<file path="src/sv/regex_pretokenizer_split_top_macros.svh">
// assertion macros for the pre-tokenizer split block
`ifndef REGEX_PRETOKENIZER_SPLIT_TOP_MACROS_SVH
`define REGEX_PRETOKENIZER_SPLIT_TOP_MACROS_SVH

// same-cycle implication, checked on every rising edge outside reset
`define RPTS_ASSERT_NOW(label, ante, cons) \
	label: assert property (@(posedge clk) disable iff (!arst_n) (ante) |-> (cons)) \
		else $error("rpts assertion failed");

// next-cycle implication
`define RPTS_ASSERT_NEXT(label, ante, cons) \
	label: assert property (@(posedge clk) disable iff (!arst_n) (ante) |=> (cons)) \
		else $error("rpts assertion failed");

`endif

</file>
<file path="src/sv/rpts_pkg.sv">
// shared types and class codes for the pre-tokenizer split block
`timescale 1ns / 1ps
`default_nettype none

package rpts_pkg;

	localparam logic [2:0] CLS_CONTR  = 3'd0;
	localparam logic [2:0] CLS_LETTER = 3'd1;
	localparam logic [2:0] CLS_DIGIT  = 3'd2;
	localparam logic [2:0] CLS_SYMBOL = 3'd3;
	localparam logic [2:0] CLS_SPACE  = 3'd4;
	localparam logic [2:0] NO_CLASS   = 3'd7;

	// running token state
	typedef struct packed {
		logic [2:0] cls;
		logic [1:0] run;
		logic [1:0] skip;
		logic [1:0] contr;
	} st_t;

	localparam st_t ST_RESET = '{cls: NO_CLASS, run: 2'd0, skip: 2'd0, contr: 2'd0};

	// decision for one byte
	typedef struct packed {
		logic       start;
		logic [2:0] cls;
		st_t        nxt;
	} dec_t;

	// one result item
	typedef struct packed {
		logic [7:0] data;
		logic       start;
		logic [2:0] cls;
		logic       last;
	} res_t;

endpackage

`default_nettype wire

</file>
<file path="src/sv/rpts_decide.sv">
// per-byte token decision: continue the open token or open a new one
`timescale 1ns / 1ps
`default_nettype none

module rpts_decide (
	input  rpts_pkg::st_t  st,
	input  logic [7:0]     b0,
	input  logic [7:0]     b1,
	input  logic [7:0]     b2,
	input  logic           h1,
	input  logic           h2,
	output rpts_pkg::dec_t dec
);
	import rpts_pkg::*;

	function automatic logic is_ws(input logic [7:0] b);
		return b == 8'h20 || b == 8'h09 || b == 8'h0A || b == 8'h0D || b == 8'h0C
			|| b == 8'h0B;
	endfunction

	function automatic logic is_let(input logic [7:0] b);
		return (b >= 8'h61 && b <= 8'h7A) || (b >= 8'h41 && b <= 8'h5A) || b[7];
	endfunction

	function automatic logic is_dig(input logic [7:0] b);
		return b >= 8'h30 && b <= 8'h39;
	endfunction

	// utf-8 sequence length minus one, malformed leads count as one byte
	function automatic logic [1:0] seq_m1(input logic [7:0] b);
		logic [1:0] r;
		r = 2'd0;
		if (!b[7])
			r = 2'd0;
		else if ((b & 8'hE0) == 8'hC0)
			r = 2'd1;
		else if ((b & 8'hF0) == 8'hE0)
			r = 2'd2;
		else if ((b & 8'hF8) == 8'hF0)
			r = 2'd3;
		return r;
	endfunction

	logic       absorb;
	logic [7:0] cc;
	logic       long_contr;
	logic       short_contr;

	assign long_contr = (b1 == 8'h72 && b2 == 8'h65) || (b1 == 8'h76 && b2 == 8'h65)
		|| (b1 == 8'h6C && b2 == 8'h6C);
	assign short_contr = b1 == 8'h73 || b1 == 8'h74 || b1 == 8'h6D || b1 == 8'h64;
	assign cc = (b0 == 8'h20) ? (h1 ? b1 : 8'h20) : b0;

	always_comb begin
		dec.nxt   = st;
		dec.start = 1'b0;
		dec.cls   = st.cls;
		absorb    = 1'b0;
		case (st.cls)
			CLS_CONTR: begin
				if (st.contr != 2'd0) begin
					absorb        = 1'b1;
					dec.nxt.contr = st.contr - 2'd1;
				end
			end
			CLS_LETTER: begin
				if (st.skip != 2'd0) begin
					absorb       = 1'b1;
					dec.nxt.skip = st.skip - 2'd1;
				end else if (is_let(b0)) begin
					absorb       = 1'b1;
					dec.nxt.skip = seq_m1(b0);
				end
			end
			CLS_DIGIT: absorb = is_dig(b0);
			CLS_SYMBOL: absorb = !is_ws(b0) && !is_let(b0) && !is_dig(b0);
			CLS_SPACE: begin
				// a run of two or more leaves its last space to the next token
				if (is_ws(b0) && !(h1 && !is_ws(b1) && st.run != 2'd0)) begin
					absorb      = 1'b1;
					dec.nxt.run = (st.run == 2'd3) ? 2'd3 : st.run + 2'd1;
				end
			end
			default: absorb = 1'b0;
		endcase

		if (!absorb) begin
			dec.start     = 1'b1;
			dec.nxt.run   = 2'd0;
			dec.nxt.skip  = 2'd0;
			dec.nxt.contr = 2'd0;
			if (b0 == 8'h27 && h1 && h2 && long_contr) begin
				dec.cls       = CLS_CONTR;
				dec.nxt.contr = 2'd2;
			end else if (b0 == 8'h27 && h1 && short_contr) begin
				dec.cls       = CLS_CONTR;
				dec.nxt.contr = 2'd1;
			end else if (is_let(cc)) begin
				dec.cls = CLS_LETTER;
				if (b0 != 8'h20)
					dec.nxt.skip = seq_m1(b0);
			end else if (is_dig(cc)) begin
				dec.cls = CLS_DIGIT;
			end else if (!is_ws(cc)) begin
				dec.cls = CLS_SYMBOL;
			end else begin
				dec.cls     = CLS_SPACE;
				dec.nxt.run = 2'd1;
			end
			dec.nxt.cls = dec.cls;
		end
	end

endmodule

`default_nettype wire

</file>
<file path="src/sv/rpts_out_skid.sv">
// output register with one skid entry for result items
`timescale 1ns / 1ps
`default_nettype none

module rpts_out_skid (
	input  logic           clk,
	input  logic           arst_n,
	input  logic           push,
	input  rpts_pkg::res_t push_data,
	input  logic           pop_ready,
	output logic           pop_valid,
	output rpts_pkg::res_t pop_data,
	output logic           full
);
	import rpts_pkg::*;

	logic ov_q;
	logic sv_q;
	res_t od_q;
	res_t sd_q;
	logic free;

	assign free      = !ov_q || pop_ready;
	assign pop_valid = ov_q;
	assign pop_data  = od_q;
	assign full      = sv_q;

	// push only arrives while the skid entry is empty
	always_ff @(posedge clk or negedge arst_n) begin
		if (!arst_n) begin
			ov_q <= 1'b0;
			sv_q <= 1'b0;
		end else if (free) begin
			if (sv_q) begin
				ov_q <= 1'b1;
				sv_q <= 1'b0;
			end else begin
				ov_q <= push;
			end
		end else if (push) begin
			sv_q <= 1'b1;
		end
	end

	always_ff @(posedge clk) begin
		if (free) begin
			if (sv_q)
				od_q <= sd_q;
			else if (push)
				od_q <= push_data;
		end else if (push) begin
			sd_q <= push_data;
		end
	end

endmodule

`default_nettype wire

</file>
<file path="src/sv/regex_pretokenizer_split_top.sv">
// top level of the byte-level regex pre-tokenizer split block
// Usage:
//   Input request: text_byte with end_of_text, taken when in_valid and in_ready.
//   Output request: out_byte, token_start, token_class, last_of_text, taken when
//   out_valid and out_ready. Every input byte comes out once, in order.
//   A byte is decided with two bytes of lookahead held in a three-entry window;
//   its result is registered once both are held and the skid entry is empty.
//   Steady throughput is one byte per cycle while the skid entry stays empty,
//   set by the single decision unit. On an end_of_text request the held bytes
//   (one to three) are flushed, one result per cycle while the skid entry is
//   empty; in_ready stays low until the flush ends.
//   The output side has a register and one skid entry: a stalled receiver
//   stops input only once the skid entry fills; nothing is lost or repeated.
//   After the last byte of a text all token state returns to its reset value.
//   Reset (arst_n low) empties the window and output stage at once and closes
//   any open token; no clearing pass is needed.
`timescale 1ns / 1ps
`default_nettype none

`include "regex_pretokenizer_split_top_macros.svh"

module regex_pretokenizer_split_top (
	input  logic       clk,
	input  logic       arst_n,
	input  logic       in_valid,
	output logic       in_ready,
	input  logic [7:0] text_byte,
	input  logic       end_of_text,
	output logic       out_valid,
	input  logic       out_ready,
	output logic [7:0] out_byte,
	output logic       token_start,
	output logic [2:0] token_class,
	output logic       last_of_text
);
	import rpts_pkg::*;

	logic [7:0] la0_q;
	logic [7:0] la1_q;
	logic [7:0] la2_q;
	logic [1:0] fill_q;
	logic       flush_q;
	st_t        st_q;

	logic       accept;
	logic       fire;
	logic       last;
	logic       h1;
	logic       h2;
	logic       skid_full;
	logic [1:0] fill_base;
	logic [7:0] n0;
	logic [7:0] n1;
	logic [7:0] n2;
	dec_t       dec;
	res_t       res;
	res_t       pop_data;

	assign fire     = !skid_full && (fill_q == 2'd3 || (flush_q && fill_q != 2'd0));
	assign in_ready = !flush_q && (fill_q != 2'd3 || !skid_full);
	assign accept   = in_valid && in_ready;
	assign h1       = fill_q >= 2'd2;
	assign h2       = fill_q == 2'd3;
	assign last     = flush_q && fill_q == 2'd1;

	rpts_decide u_decide (
		.st  (st_q),
		.b0  (la0_q),
		.b1  (la1_q),
		.b2  (la2_q),
		.h1  (h1),
		.h2  (h2),
		.dec (dec)
	);

	assign res = '{data: la0_q, start: dec.start, cls: dec.cls, last: last};

	rpts_out_skid u_out (
		.clk       (clk),
		.arst_n    (arst_n),
		.push      (fire),
		.push_data (res),
		.pop_ready (out_ready),
		.pop_valid (out_valid),
		.pop_data  (pop_data),
		.full      (skid_full)
	);

	assign out_byte     = pop_data.data;
	assign token_start  = pop_data.start;
	assign token_class  = pop_data.cls;
	assign last_of_text = pop_data.last;

	// window shifts on a decision, new byte lands behind the held ones
	assign fill_base = fill_q - {1'b0, fire};

	always_comb begin
		n0 = fire ? la1_q : la0_q;
		n1 = fire ? la2_q : la1_q;
		n2 = la2_q;
		if (accept) begin
			case (fill_base)
				2'd0:    n0 = text_byte;
				2'd1:    n1 = text_byte;
				default: n2 = text_byte;
			endcase
		end
	end

	always_ff @(posedge clk) begin
		la0_q <= n0;
		la1_q <= n1;
		la2_q <= n2;
	end

	always_ff @(posedge clk or negedge arst_n) begin
		if (!arst_n) begin
			fill_q  <= 2'd0;
			flush_q <= 1'b0;
			st_q    <= ST_RESET;
		end else begin
			fill_q <= fill_base + {1'b0, accept};
			if (fire && last) begin
				flush_q <= 1'b0;
				st_q    <= ST_RESET;
			end else begin
				if (accept && end_of_text)
					flush_q <= 1'b1;
				if (fire)
					st_q <= dec.nxt;
			end
		end
	end

	`RPTS_ASSERT_NEXT(a_eot_flushes, accept && end_of_text, flush_q && !in_ready)
	`RPTS_ASSERT_NEXT(a_last_clears, fire && last,
		fill_q == 2'd0 && !flush_q && st_q.cls == NO_CLASS)
	`RPTS_ASSERT_NOW(a_skid_behind_out, skid_full, out_valid)

endmodule

`default_nettype wire

</file>
<file path="config.mk">
export PLATFORM = sky130hd
export DESIGN_NAME = regex_pretokenizer_split_top
export DESIGN_NICKNAME = d
export VERILOG_FILES = /design/src/sv/rpts_pkg.sv /design/src/sv/rpts_decide.sv /design/src/sv/rpts_out_skid.sv /design/src/sv/regex_pretokenizer_split_top.sv
export VERILOG_INCLUDE_DIRS = /design/src /design/src/sv
export SDC_FILE = /design/constraint.sdc
export NUM_CORES = 1
export LEC_CHECK = 0
export BUFFER_PORTS_ARGS = -buffer_cell sky130_fd_sc_hd__buf_2
export CORE_MARGIN = 5
export CORE_UTILIZATION = 62
export CTS_BUF_LIST = sky130_fd_sc_hd__clkbuf_8
export DETAILED_ROUTE_END_ITERATION = 8
export PLACE_DENSITY = 0.82
export SYNTH_ARGS = -nofsm -noshare
export SYNTH_HDL_FRONTEND = slang
export SYNTH_SLANG_ARGS = --single-unit
</file>
<file path="constraint.sdc">
create_clock -name clk -period 3.5 [get_ports clk]
set_input_delay 0.7 -clock clk [delete_from_list [all_inputs] [get_ports clk]]
set_output_delay 0.7 -clock clk [all_outputs]
set_load 0.02 [all_outputs]
</file>
==> impl_metrics.py, run 1 <==
metrics = {
    "sta": {
        "rsz0062_at_grt": "no",
        "slew_headroom": 0.1656,
        "final_hold_viol_count": 0,
        "finalSetupViolations": 0,
        "finClkSkew_ns": 0.01015,
        "min_period_ns": 2.737,
        "drv_slew": 0,
        "min_period_over_period": 0.7820,
        "tightest_slew_ns": 1.247,
        "fmax_ghz": 0.3654,
        "setup_tns_ns": 0,
    },
    "logic_synthesis": {
        "avgSynthCellArea_um2": 9.735,
        "synth_area_mm2": 0.003456,
        "ys_async_sr_fraction": 0.2188,
        "ys.flop_type": "edfxtp_1",
        "ys_seq_elements": 64,
        "synth_cells": 355,
        "synth-seq-area-share": 0.4906,
        "yosys_warnings": 0,
        "ys_types": 74,
        "synth_fp_nets": 371,
        "synth_edf_count": 34,
    },
    "detailed_routing": {
        "drt.antenna.violating_nets": 0,
        "drc_errors": 0,
        "routed_wl_um": 8044,
        "routed_via_density": 6.396,
        "routedWlPerCell_um": 17.88,
        "drt_iter0_drc": 388,
        "drtPass1Iterations": 5,
        "num_vias": 2878,
    },
    "cells_and_area": {
        "syn_to_final_growth_pct": 9.884,
        "post-route-util": 0.6939,
        "antenna_cells": 0,
        "layout-drive-gt1-share": 0.1905,
        "fin_cells": 450,
        "final_area_mm2": 0.003797,
        "nNetsFinal": 389,
    },
    "floorplan": {
        "rows": 27,
        "die_height_um": 84.66,
        "die-area_mm2": 0.007167,
        "initial_core_util": 0.6315,
        "die_width_um": 84.66,
        "core_area_mm2": 0.005473,
        "top_level_ports": 28,
    },
    "clocking": {
        "cts_tree": "yes",
        "postCtsSetupRepairBufs": 0,
        "clock-root-buffer": "clkbuf_8",
        "cts.sinks": 64,
        "insertion_delay_ns": 0.34,
        "htreeDepth": 3,
        "cts_buffers": 9,
        "clk_pin_slew_ns": 0.07,
        "postCtsResizedCells": 0,
        "cts.hold.buffers_added": 0,
        "clockBufferDepth": 2,
    },
    "critical_path": {
        "worstPathRequired_ns": 3.59,
        "endpoint": "u_out.pop_data[1]",
        "r2r-start": "la0_q[1]",
        "cp-startpoint": "la0_q[1]",
        "r2r_end": "u_out.pop_data[1]",
        "start_kind": "flip-flop",
        "r2r_cells": 7,
        "r2r_setup_slack_ns": 0.76,
        "cp_max_fo": 14,
        "cp.arrival_ns": 2.83,
        "crit_path_end_kind": "flip-flop",
        "worstSetupPathType": "reg -> reg",
    },
    "place": {
        "hpwl_um": 5675,
        "dp.cells": 434,
        "gp_congestion": 0.9131,
        "portBuffers": 27,
        "placed_cell_area_mm2": 0.003598,
    },
    "grt": {
        "grt-ovfl-total": 0,
        "grt_pass1_wl_um": 13550,
        "grt_max_degree": 24,
        "grt_pass1_vias": 2785,
        "gr-usage-all-layers": 0.2398,
        "grt_antenna_before_repair": 0,
    },
    "hold_path": {
        "hp-class": "in -> async",
    },
    "pwr": {
        "peakVddDrop_v": 0.001124,
        "p_leak_nw": 1.495,
        "p_per_area_mw_per_mm2": 1153,
    },
    "outcome": {
        "status": "complete, no violations",
    },
    "flow_run": {
        "cap_violations": 0,
    },
}
==> per-layer routing <==
layer / track usage / vias up / share of wire
li1: - / 1354 / -
met1: 0.3208 / 1368 / 0.44
met2: 0.3801 / 140 / 0.47
met3: 0.04514 / 16 / 0.072
met4: 0.1050 / 0 / 0.020
met5: 0 / - / 0
==> cells in the final DEF (no fill, tap or decap), types with 10 or more instances in the layout <==
cell	netlist	layout
buf_2	3	27
dfrtp_1	11	11
edfxtp_1	34	34
clkbuf_8	0	11
nand2_1	61	61
inv_1	12	14
dfxtp_1	16	16
a31oi_1	18	18
o21ai_0	12	12
a21oi_1	10	10
nor2_1	38	38
==> per-stage QoR <==
stage	total power [mW]	setup slack [ns]	hold slack [ns]
floorplan	3.197	1.107	0.4044
global placement	3.645	0.8761	0.4908
detailed placement	3.701	0.8199	0.4837
CTS	4.352	0.7831	0.2428
global route	4.704	0.6215	0.2517
finish	4.380	0.7631	0.2370
==> how the worst min path moves through the flow <==
| stage | start | endpoint | slack, ns |
|---|---|---|---|
| finish | arst_n | st_q[0] | 0.24 |
| global route | arst_n | st_q[5] | 0.25 |
| CTS | arst_n | st_q[0] | 0.24 |
| detailed placement | st_q[1] | st_q[1] | 0.48 |
| global placement | st_q[1] | st_q[1] | 0.49 |
| floorplan | arst_n | fill_q[0] | 0.40 |
==> cell type report <==
class / instances / area (um2)
clock buffers: 11 / 151.4
well taps: 72 / 90.09
flip-flops and latches: 64 / 1695
multi-input cells: 255 / 1607
fillers: 447 / 1675
clock inverters: 5 / 47.55
inverters: 13 / 48.80
repair buffers: 30 / 157.7
==> cell usage after synthesis, types with 4 or more instances <==
cell type / instances / share of area
dfrtp_1: 11 / 0.080
nor3_1: 7 / 0.010
a21oi_1: 10 / 0.014
dfxtp_1: 16 / 0.093
nor4_1: 5 / 0.0091
o21a_1: 4 / 0.0087
nand3_1: 7 / 0.010
nor2_1: 38 / 0.041
inv_1: 12 / 0.013
edfxtp_1: 34 / 0.30
nand2_1: 61 / 0.066
or3_1: 4 / 0.0072
nor4bb_1: 4 / 0.012
o21ai_0: 12 / 0.017
nand2b_1: 5 / 0.0091
a31oi_1: 18 / 0.033
mux2_2: 9 / 0.029
clkbuf_1: 17 / 0.018
==> critical path: stages, from the launching register on <==
cell and delay [ns]:
dfxtp_1 0.43, or3_1 0.57, o41ai_4 0.42, o221ai_2 0.15, a221oi_2 0.30, nand2b_4 0.22, o311ai_4 0.10, mux2_2 0.28
==> power breakdown <==
part           total [mW]  internal [mW]  switching, mW
combinational        2.07          0.812           1.25
clock               0.645          0.360          0.285
sequential           1.67           1.25          0.415
total                4.38           2.43           1.95
==> cells by family (layout without fill, tap and decap cells) <==
family          after synthesis  after routing  synth area share
flops                        64             64            0.4906
mux                           9              9           0.02933
buf+inv                      36             59           0.04453
fa+ha+maj                     3              3           0.01086
xor+xnor                      2              2          0.005070
compound gates               85             85            0.1937
simple gates                156            156            0.2259
==> flip-flops by register name, summed over array words and instances (netlist names) <==
name,flops
flush_q,1
u_out.sd_q,13
la1_q,8
st_q,9
u_out.pop_valid,1
la2_q,8
la0_q,8
u_out.full,1
fill_q,2
u_out.pop_data,13
(Power assumes the default switching activity.)
==> run 2: changes to the inputs <==
==> constraint.sdc (replaced) <==
create_clock -name clk -period 2.6 [get_ports clk]
set_input_delay 0.52 -clock clk [delete_from_list [all_inputs] [get_ports clk]]
set_output_delay 0.52 -clock clk [all_outputs]
set_load 0.02 [all_outputs]
==> impl_metrics.py, run 2 (same netlist as run 1, synthesis figures left out) <==
metrics = {
    "outcome": {
        "status": "complete, no violations",
    },
    "critical_path": {
        "start_kind": "flip-flop",
        "cp_max_fo": 8,
        "crit_path_end_kind": "flip-flop",
        "cp.arrival_ns": 2.75,
        "worstSetupPathType": "reg -> reg",
        "worstPathRequired_ns": 2.87,
    },
    "pwr": {
        "p_leak_nw": 1.634,
        "p_per_area_mw_per_mm2": 1572,
        "peakVddDrop_v": 0.001274,
        "fin_total_pwr_mw": 6.347,
    },
    "floorplan": {
        "initial_core_util": 0.6315,
        "die_width_um": 84.66,
        "die_height_um": 84.66,
        "core_area_mm2": 0.005473,
        "top_level_ports": 28,
        "rows": 27,
        "die-area_mm2": 0.007167,
    },
    "grt": {
        "grt_pass1_vias": 2966,
        "gr-usage-all-layers": 0.2578,
        "grt_max_degree": 24,
        "grt_antenna_before_repair": 0,
        "grt_pass1_wl_um": 14600,
        "grt-ovfl-total": 0,
    },
    "sta": {
        "final_hold_viol_count": 0,
        "drv_slew": 0,
        "fin_worst_hold_slack_ns": 0.05424,
        "tightest_slew_ns": 0.6603,
        "finClkSkew_ns": 0.01121,
        "min_period_ns": 2.473,
        "fmax_ghz": 0.4043,
        "min_period_over_period": 0.9512,
        "finalSetupViolations": 0,
        "slew_headroom": 0.5598,
        "worst_slack_ns": 0.1268,
    },
    "clocking": {
        "clock-root-buffer": "clkbuf_8",
        "cts_tree": "yes",
        "cts.sinks": 64,
        "clk_pin_slew_ns": 0.07,
        "postCtsResizedCells": 0,
        "cts_buffers": 9,
        "postCtsSetupRepairBufs": 0,
        "htreeDepth": 3,
        "clockBufferDepth": 2,
        "insertion_delay_ns": 0.35,
        "cts.hold.buffers_added": 0,
    },
    "place": {
        "portBuffers": 27,
        "pre_cts_ws_ns": 0.1180,
        "hpwl_um": 6256,
        "gp_congestion": 0.8940,
    },
    "detailed_routing": {
        "drt.antenna.violating_nets": 0,
        "drtPass1Iterations": 5,
        "num_vias": 3024,
        "drc_errors": 0,
        "routed_via_density": 6.340,
        "routedWlPerCell_um": 17.93,
        "routed_wl_um": 8552,
        "drt_iter0_drc": 288,
    },
    "cells_and_area": {
        "layout_common_cells": "nand2_1 (61), nor2_1 (38), edfxtp_1 (34)",
        "syn_to_final_growth_pct": 16.87,
        "final_common_cell": "nand2_1",
        "antenna_cells": 0,
        "nNetsFinal": 416,
        "layout-drive-gt1-share": 0.2593,
    },
    "hold_path": {
        "hp-class": "in -> async",
    },
    "flow_run": {
        "cap_violations": 0,
    },
}
[run 2: layout make-up]
cell class                 instances  area [um2]
clock buffer                      10       137.6
clock inverter                     6       76.32
fill                             398        1434
inverter                          13       48.80
multi-input combinational        255        1627
sequential                        64        1699
tap                               72       90.09
timing repair buffer              57       360.3
[run 2: worst paths after layout]
check	from	to	slack [ns]	cells after the start
worst max register to register	st_q[7]	st_q[0]	0.13	9
min in group clk	text_byte[0]	la2_q[0]	0.39	1
worst min register to register	st_q[1]	st_q[1]	0.51	1
worst max-delay path	st_q[7]	st_q[0]	0.13	9
worst min-delay path	arst_n	st_q[1]	0.05	1
max in group asynchronous	arst_n	st_q[7]	2.26	1
[run 2: through the flow]
step                      setup TNS, ns  utilization  instance area (um2)  cells
final                                 0       0.7380                 4039    477
after global routing          -0.002795       0.7380                 4039    477
after CTS                             0       0.7337                 4015    477
after detailed placement              0       0.6946                 3801    461
after global placement                0       0.6946                 3801    461
after floorplan                       0            -                 3456    355
[run 2: per-layer routing]
metal  track usage  vias up  share of wire
met5             0        -              0
met4        0.1050        0          0.022
met3       0.04809       18          0.072
met2        0.4007      148           0.48
met1        0.3555     1445           0.43
li1              -     1413              -
[run 2: where the power goes]
part / internal [mW] / total [mW] / leakage [nW] / switching (mW)
clock: 0.554 / 0.914 / 0.116 / 0.360
sequential: 1.69 / 2.03 / 0.626 / 0.336
combinational: 1.37 / 3.41 / 0.892 / 2.04
total: 3.61 / 6.35 / 1.63 / 2.73
[run 2: worst max-delay path: stages (launching register included)]
cell and delay [ns]:
dfstp_2 0.59, or4b_1 0.45, o41ai_1 0.26, a21oi_1 0.11, o211a_2 0.23, nand2_2 0.14, inv_2 0.06, buf_4 0.15
o31ai_2 0.23, a2bb2oi_1 0.18
